**src/sv/hdtx_pkg.sv**
```systemverilog
package hdtx_pkg;

  // Phase codes as they appear on tx_phase
  localparam logic [1:0] TX_PHASE_IDLE = 2'd0;
  localparam logic [1:0] TX_PHASE_WAIT = 2'd1;
  localparam logic [1:0] TX_PHASE_SEND = 2'd2;

  // Configuration register indexes
  localparam logic [1:0] CFG_OWN_ADDRESS       = 2'd0;
  localparam logic [1:0] CFG_MAX_RETRIES       = 2'd1;
  localparam logic [1:0] CFG_IGNORE_LINE_CHECK = 2'd2;

  // Input operations
  localparam logic OP_TICK    = 1'b0;
  localparam logic OP_ENQUEUE = 1'b1;

  // Transmitter status
  localparam logic signed [1:0] ST_DONE = 2'sd1;

  localparam int TIME_W    = 32;
  localparam int ATTEMPT_W = 5;
  localparam int ADDR_W    = 8;
  localparam int RETRY_W   = 4;
  localparam int PROD_W    = ADDR_W + ATTEMPT_W;

  typedef enum logic [2:0] {
    PH_IDLE = 3'b001,
    PH_WAIT = 3'b010,
    PH_SEND = 3'b100
  } phase_t;

  function automatic logic [1:0] phase_code(input phase_t ph);
    logic [1:0] code;
    unique case (ph)
      PH_IDLE: code = TX_PHASE_IDLE;
      PH_WAIT: code = TX_PHASE_WAIT;
      PH_SEND: code = TX_PHASE_SEND;
      default: code = TX_PHASE_IDLE;
    endcase
    return code;
  endfunction

endpackage

```
**src/sv/half_duplex_tx_retry_backoff.sv**
```systemverilog
// Transmit scheduler for a half-duplex shared line with binary exponential
// backoff.
// Input channel (in_valid/in_ready): one beat is either a millisecond tick
// (op = 0, with now_ms, rx_seen, line_busy, send_status) or an enqueue
// request (op = 1, other fields ignored).
// Output channel (out_valid/out_ready): exactly one result beat per input
// beat, in order: event flags, phase and attempt count after the step, and
// the sent-frame and collision counters.
// The state update and the result are computed in the cycle of acceptance and
// the result is registered. Throughput is one beat per cycle while the
// receiver does not stall; the single output register frees up in the cycle
// it is taken, so in_ready follows out_ready whenever a result is held.
// A receiver stall holds the result and holds off new input beats.
// Reset (rst, synchronous) returns to idle with zero attempts, clears all
// timestamps and counters, and loads own_address 0, max_retries 3 and
// ignore_line_check 0. Configuration writes (cfg_we, cfg_index, cfg_data)
// take effect at the next clock edge; unknown indexes are ignored.
module half_duplex_tx_retry_backoff (
  input  logic        clk,
  input  logic        rst,
  input  logic        cfg_we,
  input  logic [1:0]  cfg_index,
  input  logic [7:0]  cfg_data,
  input  logic        in_valid,
  output logic        in_ready,
  input  logic        op,
  input  logic [31:0] now_ms,
  input  logic        rx_seen,
  input  logic        line_busy,
  input  logic signed [1:0] send_status,
  output logic        out_valid,
  input  logic        out_ready,
  output logic        accepted,
  output logic        start_send,
  output logic        send_done,
  output logic        collided,
  output logic        gave_up,
  output logic [1:0]  tx_phase,
  output logic [4:0]  attempts,
  output logic [31:0] frames_sent,
  output logic [31:0] collisions_total
);
  import hdtx_pkg::*;

  logic [ADDR_W-1:0]    own_address;
  logic [RETRY_W-1:0]   max_retries;
  logic                 ignore_line_check;

  phase_t               phase, phase_next;
  logic [ATTEMPT_W-1:0] attempt_count, attempt_count_next;
  logic [TIME_W-1:0]    retry_time, retry_time_next;
  logic [TIME_W-1:0]    last_activity, last_activity_next;
  logic [TIME_W-1:0]    sent_total, sent_total_next;
  logic [TIME_W-1:0]    collision_total, collision_total_next;

  logic take;
  logic acc_r, start_r, done_r, coll_r, gave_r;

  logic [TIME_W-1:0]    quiet_gap, retry_gap, backoff_mask;
  logic [ATTEMPT_W-1:0] attempt_inc;
  logic [PROD_W-1:0]    spread;
  logic                 line_idle;

  assign in_ready = !out_valid || out_ready;
  assign take     = in_valid && in_ready;

  // Activity seen on this tick counts as the latest activity
  assign quiet_gap    = now_ms - (rx_seen ? now_ms : last_activity);
  assign retry_gap    = now_ms - retry_time;
  assign attempt_inc  = attempt_count + ATTEMPT_W'(1);
  assign spread       = PROD_W'(own_address) * PROD_W'(attempt_inc);
  assign backoff_mask = (TIME_W'(8) << attempt_inc) - TIME_W'(1);

  // Backoff is waited out even when the line checks are skipped
  assign line_idle = (ignore_line_check || (quiet_gap > TIME_W'(1) && !line_busy))
                     && !(attempt_count != '0 && retry_gap[TIME_W-1]);

  always_comb begin
    phase_next           = phase;
    attempt_count_next   = attempt_count;
    retry_time_next      = retry_time;
    last_activity_next   = last_activity;
    sent_total_next      = sent_total;
    collision_total_next = collision_total;
    acc_r   = 1'b0;
    start_r = 1'b0;
    done_r  = 1'b0;
    coll_r  = 1'b0;
    gave_r  = 1'b0;
    if (op == OP_ENQUEUE) begin
      if (phase == PH_IDLE) begin
        phase_next         = PH_WAIT;
        attempt_count_next = '0;
        acc_r              = 1'b1;
      end
    end else begin
      if (rx_seen) begin
        last_activity_next = now_ms;
      end
      unique case (phase)
        PH_IDLE: ;
        PH_WAIT: begin
          if (attempt_count > ATTEMPT_W'(max_retries)) begin
            phase_next = PH_IDLE;
            gave_r     = 1'b1;
          end else if (line_idle) begin
            phase_next = PH_SEND;
            start_r    = 1'b1;
          end
        end
        PH_SEND: begin
          if (send_status == ST_DONE) begin
            phase_next      = PH_IDLE;
            done_r          = 1'b1;
            sent_total_next = sent_total + TIME_W'(1);
          end else if (send_status[1]) begin
            phase_next           = PH_WAIT;
            attempt_count_next   = attempt_inc;
            retry_time_next      = now_ms + TIME_W'(spread[PROD_W-1:1])
                                   + (now_ms & backoff_mask);
            collision_total_next = collision_total + TIME_W'(1);
            coll_r               = 1'b1;
          end
        end
        default: phase_next = PH_IDLE;
      endcase
    end
  end

  always_ff @(posedge clk) begin
    if (rst) begin
      own_address       <= '0;
      max_retries       <= RETRY_W'(3);
      ignore_line_check <= 1'b0;
    end else if (cfg_we) begin
      unique case (cfg_index)
        CFG_OWN_ADDRESS:       own_address       <= cfg_data;
        CFG_MAX_RETRIES:       max_retries       <= cfg_data[RETRY_W-1:0];
        CFG_IGNORE_LINE_CHECK: ignore_line_check <= cfg_data[0];
        default: ;
      endcase
    end
  end

  always_ff @(posedge clk) begin
    if (rst) begin
      phase           <= PH_IDLE;
      attempt_count   <= '0;
      retry_time      <= '0;
      last_activity   <= '0;
      sent_total      <= '0;
      collision_total <= '0;
      out_valid       <= 1'b0;
    end else begin
      if (take) begin
        phase           <= phase_next;
        attempt_count   <= attempt_count_next;
        retry_time      <= retry_time_next;
        last_activity   <= last_activity_next;
        sent_total      <= sent_total_next;
        collision_total <= collision_total_next;
        out_valid       <= 1'b1;
      end else if (out_ready) begin
        out_valid <= 1'b0;
      end
    end
  end

  // Result payload; hold while stalled
  always_ff @(posedge clk) begin
    if (take) begin
      accepted         <= acc_r;
      start_send       <= start_r;
      send_done        <= done_r;
      collided         <= coll_r;
      gave_up          <= gave_r;
      tx_phase         <= phase_code(phase_next);
      attempts         <= attempt_count_next;
      frames_sent      <= sent_total_next;
      collisions_total <= collision_total_next;
    end
  end

  a_one_event: assert property (@(posedge clk) disable iff (rst)
    out_valid |-> $countones({accepted, start_send, send_done, collided, gave_up}) <= 1)
    else $error("more than one event flag in one result");

  a_enqueue_wait: assert property (@(posedge clk) disable iff (rst)
    out_valid && accepted |-> tx_phase == TX_PHASE_WAIT && attempts == '0)
    else $error("accepted frame not waiting with zero attempts");

  a_collide_wait: assert property (@(posedge clk) disable iff (rst)
    out_valid && collided |-> tx_phase == TX_PHASE_WAIT && attempts != '0)
    else $error("collision did not schedule a retry");

  a_done_idle: assert property (@(posedge clk) disable iff (rst)
    out_valid && (send_done || gave_up) |-> tx_phase == TX_PHASE_IDLE)
    else $error("finished frame left phase busy");

  a_attempt_bound: assert property (@(posedge clk) disable iff (rst)
    out_valid |-> attempts <= ATTEMPT_W'(16))
    else $error("attempt count out of range");

endmodule

```
**config.mk**
```make
export PLATFORM = sky130hd
export DESIGN_NAME = half_duplex_tx_retry_backoff
export DESIGN_NICKNAME = d
export VERILOG_FILES = /design/src/sv/hdtx_pkg.sv /design/src/sv/half_duplex_tx_retry_backoff.sv
export SDC_FILE = /design/constraint.sdc
export NUM_CORES = 1
export LEC_CHECK = 0
export BUFFER_PORTS_ARGS = -buffer_cell sky130_fd_sc_hd__buf_2
export CAP_MARGIN = 5
export CORE_MARGIN = 10
export CORE_UTILIZATION = 40
export CTS_CLUSTER_DIAMETER = 120
export DETAILED_ROUTE_END_ITERATION = 10
export MAX_ROUTING_LAYER = met4
export PLACE_DENSITY = 0.62
export SLEW_MARGIN = 25
export SYNTH_ARGS = -nofsm -noshare
export SYNTH_HDL_FRONTEND = slang
export SYNTH_SLANG_ARGS = --single-unit
```
**constraint.sdc**
```tcl
create_clock -name clk -period 8.4 [get_ports clk]
set_input_delay 1.68 -clock clk [delete_from_list [all_inputs] [get_ports clk]]
set_output_delay 1.68 -clock clk [all_outputs]
set_load 0.02 [all_outputs]
```
==> flow_summary.ini, run 1 <==
[run_status]
run_status = completed

[clock_tree]
clk_transition_reported_paths_ns = 0.06
cts_sinks = 226
clock_path_buffers = 3
cts_setup_buffers = 0
cts-htree-levels = 1
hold_buffers = 0
cts_tree = built
cts-root-buf = clkbuf_16
cts_buffers = 27
clk_latency_ns = 0.58

[finish]
drive_gt1_share_pct = 11.0
final_cell_area_um2 = 18400
fill_cells = 4074
syn_to_final_growth_pct = 12.2
post-route-util_pct = 45.2
fin_nets = 2235

[drt]
viasPerCell = 5.43
wirelength_um = 42900
antenna_left = 0
remaining_drc_errors = 0
drtPass1Iterations = 6
dr_total_vias = 14000
drt_iter0_markers = 1079
wl_per_cell_um = 16.6

[min_path]
hp-start = retry_time[25]
holdPathEnd = retry_time[25]
hp-class = reg -> reg
min_delay_path_depth = 2

[synth]
avgSynthCellArea_um2 = 8.45
synthArstFlopShare_pct = 0
synth_area_leader_cell = dfxtp_1
yosys.area.top_type_share_pct = 18.3
ys_seq_area_share_pct = 32.2
synth.net_count = 2150
synth_area_leaders = dfxtp_1 18%, edfxtp_1 14%, ha_1 9.4%
synthCells = 1945
synth_edf_count = 76
synth_ff_type = dfxtp_1
yosysUniqueCellTypes = 87
ys_warn_count = 0
netlist_area_um2 = 16400
synth_seq_cells = 226

[pwr]
ir_drop_uv = 148
seqPwrFrac_pct = 39.9
power_density_nw_per_um2 = 160
switching_power_mw = 0.878
p_comb_share_pct = 19.3
p_clk_share_pct = 40.8
p_leak_nw = 7.51
power_mw = 2.96
swShare_pct = 29.7
p_int_mw = 2.08

[global_route]
antenna_found_initial = 1
grt_overflow_total = 0
grt_pass1_vias = 13600
track_usage_pct = 17.2
grt_max_degree = 84
grt_first_pass_wirelength_um = 70100

[place]
placed_cell_area_um2 = 17500
dp_hpwl_um = 32400
place_ws_ns = 0.499
io_buffers = 129
gp_congestion = 0.916

[setup_path]
reg2reg_from = attempt_count[1]
critPathArrivalTime_ns = 8.15
critPathMaxFanout = 9
worst-setup-path-type = reg -> reg
cp_slowest_stage_delay_ns = 0.56
crit_family = adder cells
crit_buf_inv = 2
worstReg2RegEnd = retry_time[29]
crit_top_cell = fa_1
r2r.worst_path.cells = 30
start_kind = register
r2r_slack_ns = 0.68
end_kind = register
slowest_stage = fa_1
worstPathRequired_ns = 8.83

[sta]
fin_worst_skew_ns = 0.0102
hold_viol_final = 0
maxSlewViolCount = 0
setup_tns_ns = 0
fmax_mhz = 129
rsz0062_at_grt = false
max_slew_margin_pct = 37.3
finalCritPeriodShare_pct = 91.9
setup_ws_ns = 0.678
tightest_slew_ns = 0.940
setup_viol = 0
period_minus_slack_ns = 7.72

[floorplan]
initial_core_util_pct = 40.3
die_y_um = 223
die_x_um = 223
rows = 74
fp.coreArea_um2 = 40700
ios = 130
die-area_um2 = 49600

[run]
max-cap-violations = 0
-- Yosys cell counts (6+ instances only) --
cell type and count:
nand3_1 59, xor2_1 78, o31ai_1 7, nor2b_1 26, a21oi_2 6, nor3_1 42, dfxtp_1 150, nand2b_1 20
a211o_1 9, o21a_1 20, a21oi_1 135, ha_1 124, nor2_1 208, or3_1 26, xnor2_1 87, o211ai_1 14
edfxtp_1 76, nor4_1 6, and2_1 45, a31oi_1 9, nand2_1 177, inv_1 128, and4_1 6, a21o_1 24
o21bai_1 9, buf_2 11, buf_1 10, fa_1 29, mux2i_1 46, clkbuf_1 63, nand4_1 42, a211oi_1 48
and3_1 15, a41oi_1 7, o21ai_0 76, or2_2 6
-- per-stage QoR --
step / cells / hold WS [ns]
after floorplan: 1945 / 0.432
after global placement: 2533 / 0.439
after detailed placement: 2533 / 0.445
after CTS: 2583 / 0.453
after global routing: 2584 / 0.466
final: 2584 / 0.450
-- worst min-delay path: stages, from the launching register on --
cell and delay [ns]:
dfxtp_1 0.30, nand2_1 0.05, a21oi_1 0.05
-- placed cells by master, fill, tap and decap left out, types with 16 or more instances in the layout --
cell type	Yosys	final
a211oi_1	48	48
a21o_1	24	24
a21oi_1	135	135
and2_1	45	45
buf_2	11	128
buf_4	1	16
clkbuf_16	0	27
dfxtp_1	150	149
edfxtp_1	76	76
fa_1	29	29
ha_1	124	124
inv_1	128	127
mux2i_1	46	46
nand2_1	177	176
nand2b_1	20	20
nand3_1	59	59
nand4_1	42	42
nor2_1	208	206
nor2b_1	26	26
nor3_1	42	42
o21a_1	20	20
o21ai_0	76	76
or3_1	26	26
xnor2_1	87	86
xor2_1	78	78
-- cell type report --
cell class                      count  area [um2]  share of cell area (%)
Antenna cell                        1        2.50                  0.0136
Clock buffer                       35         726                    3.94
Clock inverter                     15         178                   0.964
Inverter                          129         488                    2.65
Multi-Input combinational cell   1502       10300                    56.0
Sequential cell                   226        5290                    28.7
Tap cell                          532         666                    3.61
Timing Repair Buffer              144         761                    4.13
-- kinds of logic (layout without fill, tap and decap cells) --
family                   after synthesis  after routing  share of synthesized area [%]
multiplexers                          48             48                           2.94
flip-flops                           226            226                           32.2
XOR/XNOR                             165            165                           8.80
AO/OA/AOI/OAI                        427            427                           17.0
other                                  0              1                              0
AND/OR/NAND/NOR                      709            709                           21.0
buffers and inverters                217            323                           5.13
adder cells (fa/ha/maj)              153            153                           13.0
-- registers in the layout (all words and copies together), names as in the netlist, 5 cells and up --
signal,flops
frames_sent,32
own_address,8
collision_total,32
attempt_count,5
last_activity,32
retry_time,32
collisions_total,32
attempts,5
sent_total,32
-- power by group through the flow --
stage	registers [mW]	logic [mW]	clock network, mW
after floorplan	1.23	0.389	0
after global placement	1.20	0.559	0
after detailed placement	1.20	0.564	0
after CTS	1.18	0.568	1.24
after global routing	1.18	0.634	1.28
final	1.18	0.570	1.21
-- layer usage --
| metal | GRT usage (%) | up-vias | wire [um] |
|---|---|---|---|
| li1 | - | 7023 | - |
| met1 | 22.1 | 6565 | 19500 |
| met2 | 27.8 | 386 | 19900 |
| met3 | 2.93 | 63 | 2620 |
| met4 | 4.12 | 0 | 858 |
| met5 | - | - | 0 |
-- worst max path at each step --
stage | startpoint | to | slack [ns] | depth (start not counted)
2_1_floorplan | attempt_count[0] | retry_time[26] | 0.99 | 32
3_3_place_gp | attempt_count[1] | retry_time[29] | 0.74 | 30
3_5_place_dp | attempt_count[1] | retry_time[29] | 0.50 | 30
4_1_cts | attempt_count[1] | retry_time[29] | 0.44 | 30
5_1_grt | attempt_count[1] | retry_time[29] | 0.1 | 30
6_report | attempt_count[1] | retry_time[29] | 0.68 | 30
-- repair_timing --
item	4_1_cts	5_1_grt
resized for setup	0	2
setup endpoints to repair	0	6
endpoints found under the hold margin	0	0
No activity file was read; power rests on OpenSTA's default activity.
==> run 2, diff against run 1 <==
- ABC_AREA: not set -> 1
==> run 2 against run 1 <==
  * Register-to-register slack better by 0.32 ns
  * Critical path depth did not move
  * Via count rose by 13%
  * Clock power grew 5%
  * Cell area up 4.8%
  * Clock skew increased by 0.0060 ns
  * Combinational power increased by 50%
  * Setup slack better by 0.32 ns
  * First-iteration DRC count increased by 15%
  * Sequential cell count unchanged
  * Synthesized cell count up 29%
  * Wire length up 13%
  * Largest cell class unchanged
  * Critical endpoint is now retry_time[24]
==> flow_summary.ini, run 2 <==
[clock_tree]
cts_resized = 0
cts_setup_buffers = 0
cts_buffers = 26
clk_latency_ns = 0.55
cts_sinks = 226
cts-htree-levels = 1
hold_buffers = 0
cts-root-buf = clkbuf_16
cts_tree = built
clk_transition_reported_paths_ns = 0.06
clock_path_buffers = 3

[setup_path]
cp_slowest_stage_delay_ns = 0.54
crit_top_cell = o21ai_0
start_kind = register
end_kind = register
critPathArrivalTime_ns = 7.84
slowest_stage = fa_1
critPathMaxFanout = 11
worstPathRequired_ns = 8.84
worst-setup-path-type = reg -> reg

[floorplan]
ios = 130
fp.coreArea_um2 = 42200
die_x_um = 227
rows = 75
die-area_um2 = 51700
initial_core_util_pct = 40.7
die_y_um = 227

[min_path]
hp-class = reg -> reg

[sta]
maxSlewViolCount = 0
max_slew_margin_pct = 35.0
tightest_slew_ns = 0.975
fin_worst_skew_ns = 0.0162
rsz0062_at_grt = false
finalCritPeriodShare_pct = 88.2
setup_viol = 0
hold_viol_final = 0
fmax_mhz = 135
period_minus_slack_ns = 7.41
setup_ws_ns = 0.995
setup_tns_ns = 0

[synth]
netlist_area_um2 = 17200
synth.net_count = 2708
synth_ff_type = dfxtp_1
synth_area_leaders = dfxtp_1 17%, edfxtp_1 13%, nand2_1 11%
synth_seq_cells = 226
synthArstFlopShare_pct = 0
ys_top_cells_by_count = 482 x nand2_1, 477 x inv_1, 282 x nor2_1
ys_warn_count = 0
yosysMostFrequentCell = nand2_1
synth_edf_count = 76
avgSynthCellArea_um2 = 6.87
ys_seq_area_share_pct = 30.7
yosys.area.top_type_share_pct = 17.5
yosysUniqueCellTypes = 51
synthCells = 2503
synth_area_leader_cell = dfxtp_1

[drt]
wirelength_um = 48600
remaining_drc_errors = 0
viasPerCell = 5.02
drtPass1Iterations = 6
wl_per_cell_um = 15.4
antenna_left = 0
drt_iter0_markers = 1236
dr_total_vias = 15900

[global_route]
grt_overflow_total = 0
antenna_found_initial = 2
track_usage_pct = 19.0
grt_first_pass_wirelength_um = 77700
grt_max_degree = 84
grt_pass1_vias = 15000

[run]
max-cap-violations = 0

[finish]
fill_cells = 4337
drive_gt1_share_pct = 8.80
fin_nets = 2811
multi_input_area_um2 = 9840
mostFrequentLayoutCell = nand2_1
layout_common_cells = 480 x nand2_1, 475 x inv_1, 282 x nor2_1
syn_to_final_growth_pct = 12.3
final-seq-area_um2 = 5290

[place]
gp_congestion = 0.927
io_buffers = 129
place_ws_ns = 1.02
dp_hpwl_um = 38600

[pwr]
ir_drop_uv = 132
power_density_nw_per_um2 = 174
p_leak_nw = 9.75

[run_status]
run_status = completed
run 2: layout make-up:
cell class | count | area share (%)
Sequential cell | 226 | 27.4
Multi-Input combinational cell | 1727 | 51.0
Timing Repair Buffer | 137 | 3.68
Clock buffer | 31 | 3.58
Clock inverter | 16 | 1.35
Inverter | 488 | 9.50
Tap cell | 539 | 3.49
Antenna cell | 2 | 0.0259
run 2: metal layers:
layer	share of wire [%]	global-route usage [%]	up-vias
li1	-	-	8223
met5	0	-	-
met2	46	29.9	333
met4	3.1	5.98	0
met1	46	24.9	7259
met3	4.8	2.68	80
run 2: path summary, 6_finish.rpt:
kind	cells after the start	slack (ns)	endpoint	from
max reg2reg	30	0.99	retry_time[24]	attempt_count[0]
min reg2reg	2	0.46	retry_time[2]	retry_time[2]
max	30	0.99	retry_time[24]	attempt_count[0]
min	2	0.46	retry_time[2]	retry_time[2]
run 2: power by group:
part	switching, mW	internal, mW	leakage, nW
registers	0.0363	1.20	1.99
clock network	0.470	0.799	0.460
logic	0.580	0.277	7.30
run 2: kinds of logic after synthesis:
family	count (synthesis)	share of synthesized area [%]
AOI/OAI and AO/OA	454	14.2
xor gates and xnor gates	110	5.65
adders and majority gates	153	12.4
buffers and inverters	550	12.1
DFF	226	30.7
muxes	3	0.175
and+or+nand+nor	1007	24.8
run 2: per-stage QoR:
stage | hold WS (ns) | total power [mW] | util [%] | instances | instance area (um2)
floorplan | 0.424 | 1.87 | - | 2503 | 17200
finish | 0.456 | 3.36 | 45.7 | 3166 | 19300
global placement | 0.434 | 2.10 | 43.4 | 3117 | 18300
detailed placement | 0.443 | 2.11 | 43.4 | 3117 | 18300
global route | 0.472 | 3.55 | 45.7 | 3166 | 19300
CTS | 0.450 | 3.38 | 45.7 | 3164 | 19300
run 2: critical path, delay by kind of cell (launching register included):
family,cells,cell delay [ns]
buffers and inverters,4,0.36
xor gates and xnor gates,2,0.21
and+or+nand+nor,4,0.40
AOI/OAI and AO/OA,13,2.78
adders and majority gates,7,3.01
DFF,1,0.50
==> run 3, diff against run 2 <==
- CTS_BUF_LIST: not set -> sky130_fd_sc_hd__clkbuf_8
- clock period: 8.4 -> 7.45 ns (I/O delays scaled with it)
==> run 3 against run 2 <==
  * Non-clock buffer count rose by 4
  * Global-route usage rose by 0.63 points
  * Critical path depth rose by 3
  * Fmax rose by 7.9%
  * Critical path type unchanged
==> flow_summary.ini, run 3 (same netlist as run 2, synthesis figures left out) <==
[clock_tree]
hold_buffers = 0
cts-htree-levels = 2
clk_transition_reported_paths_ns = 0.06
clk_latency_ns = 0.62
clock_path_buffers = 3
cts_buffers = 42
cts_resized = 0
cts-root-buf = clkbuf_8
cts_tree = built
cts_sinks = 226
cts_setup_buffers = 0

[global_route]
track_usage_pct = 19.6
grt_first_pass_wirelength_um = 79400
grt_pass1_vias = 15000
grt_overflow_total = 0
grt_max_degree = 86
antenna_found_initial = 0

[drt]
remaining_drc_errors = 0
viasPerCell = 5.02
drtPass1Iterations = 5
wirelength_um = 49900
drt_iter0_markers = 914
antenna_left = 0
wl_per_cell_um = 15.6
dr_total_vias = 16100

[place]
gp_congestion = 0.929
dp_cells = 3121
io_buffers = 129
dp_hpwl_um = 39700

[sta]
fmax_mhz = 146
tightest_slew_ns = 1.02
setup_tns_ns = 0
rsz0062_at_grt = false
period_minus_slack_ns = 6.86
maxSlewViolCount = 0
finalCritPeriodShare_pct = 92.1
fin_worst_skew_ns = 0.0410
setup_viol = 0
hold_viol_final = 0
max_slew_margin_pct = 31.9

[floorplan]
die_x_um = 227
rows = 75
fp.coreArea_um2 = 42200
die-area_um2 = 51700
ios = 130
initial_core_util_pct = 40.7
die_y_um = 227

[finish]
mostFrequentLayoutCell = inv_1
drive_gt1_share_pct = 9.66
fin_nets = 2831
fill_cells = 4437
syn_to_final_growth_pct = 12.3
fin_cells = 3199
layout_common_cells = 490 x inv_1, 480 x nand2_1, 282 x nor2_1
num_antenna_cells = 0
post-route-util_pct = 45.7

[run_status]
run_status = completed

[setup_path]
end_kind = register
crit_buf_inv = 5
start_kind = register
crit_family = adder cells
reg2reg_from = attempt_count[1]
r2r_slack_ns = 0.59
r2r.worst_path.cells = 33
worst-setup-path-type = reg -> reg
cp_slowest_stage_delay_ns = 0.55
critPathMaxFanout = 11
worstReg2RegEnd = retry_time[26]
slowest_stage = fa_1
critPathArrivalTime_ns = 7.35
worstPathRequired_ns = 7.94

[min_path]
min_delay_path_depth = 2
hp-start = last_activity[31]
hp-class = reg -> reg
holdPathEnd = last_activity[31]

[run]
max-cap-violations = 0

[pwr]
p_leak_nw = 9.82
seqPwrFrac_pct = 38.0
p_comb_share_pct = 26.7
p_clk_share_pct = 35.3
swShare_pct = 34.7
ir_drop_uv = 161
p_int_mw = 2.39
power_density_nw_per_um2 = 190
switching_power_mw = 1.27
## run 3: cell types whose count changed in the layout (fill, tap and decap cells not counted), sizes merged
cell | previous run | this run
inv | 488 | 504
buf | 137 | 141
diode | 2 | 0
clkinv | 7 | 9
bufinv | 7 | 4
clkbuf | 31 | 47
## run 3: worst min-delay path, cell delays in order, from the launching register on
cell and delay, ns:
dfxtp_1 0.30, inv_1 0.05, a21oi_1 0.05
## run 3: stage by stage
step / power, mW / cell area, um2 / setup WS [ns] / hold WS, ns
global placement: 2.37 / 18400 / 0.352 / 0.435
global route: 3.90 / 19300 / 0.0164 / 0.479
floorplan: 2.11 / 17200 / 0.782 / 0.424
detailed placement: 2.39 / 18400 / 0.105 / 0.441
finish: 3.66 / 19300 / 0.588 / 0.448
CTS: 3.70 / 19300 / 0.0241 / 0.450
## run 3: layer usage
layer	vias to the layer above	global-route usage [%]	wire, um
li1	8265	-	-
met1	7430	26.0	23400
met2	297	30.9	23200
met3	66	3.10	2200
met4	0	5.03	1090
met5	-	-	0
## run 3: worst max-delay path by stage
stage               cells past startpoint             end  slack (ns)             start
detailed placement                     30  retry_time[24]        0.10  attempt_count[1]
global placement                       30  retry_time[24]        0.35  attempt_count[1]
floorplan                              32  retry_time[26]        0.78  attempt_count[0]
finish                                 33  retry_time[26]        0.59  attempt_count[1]
CTS                                    30  retry_time[24]        0.02  attempt_count[1]
global route                           34  retry_time[26]        0.02  attempt_count[1]
## run 3: final cells by class
cell class	count	area (um2)	area share, %
timing repair buffer	141	742	3.84
inverter	488	1840	9.52
tap	539	674	3.49
clock buffer	47	647	3.35
sequential	226	5290	27.4
multi-input combinational	1727	9860	51.1
clock inverter	31	254	1.32
## run 3: power groups by stage
stage / logic [mW] / clock network [mW] / registers, mW
final: 0.978 / 1.29 / 1.39
after global routing: 1.11 / 1.39 / 1.40
after CTS: 0.972 / 1.33 / 1.39
after detailed placement: 0.966 / 0 / 1.42
after global placement: 0.957 / 0 / 1.42
after floorplan: 0.659 / 0 / 1.45
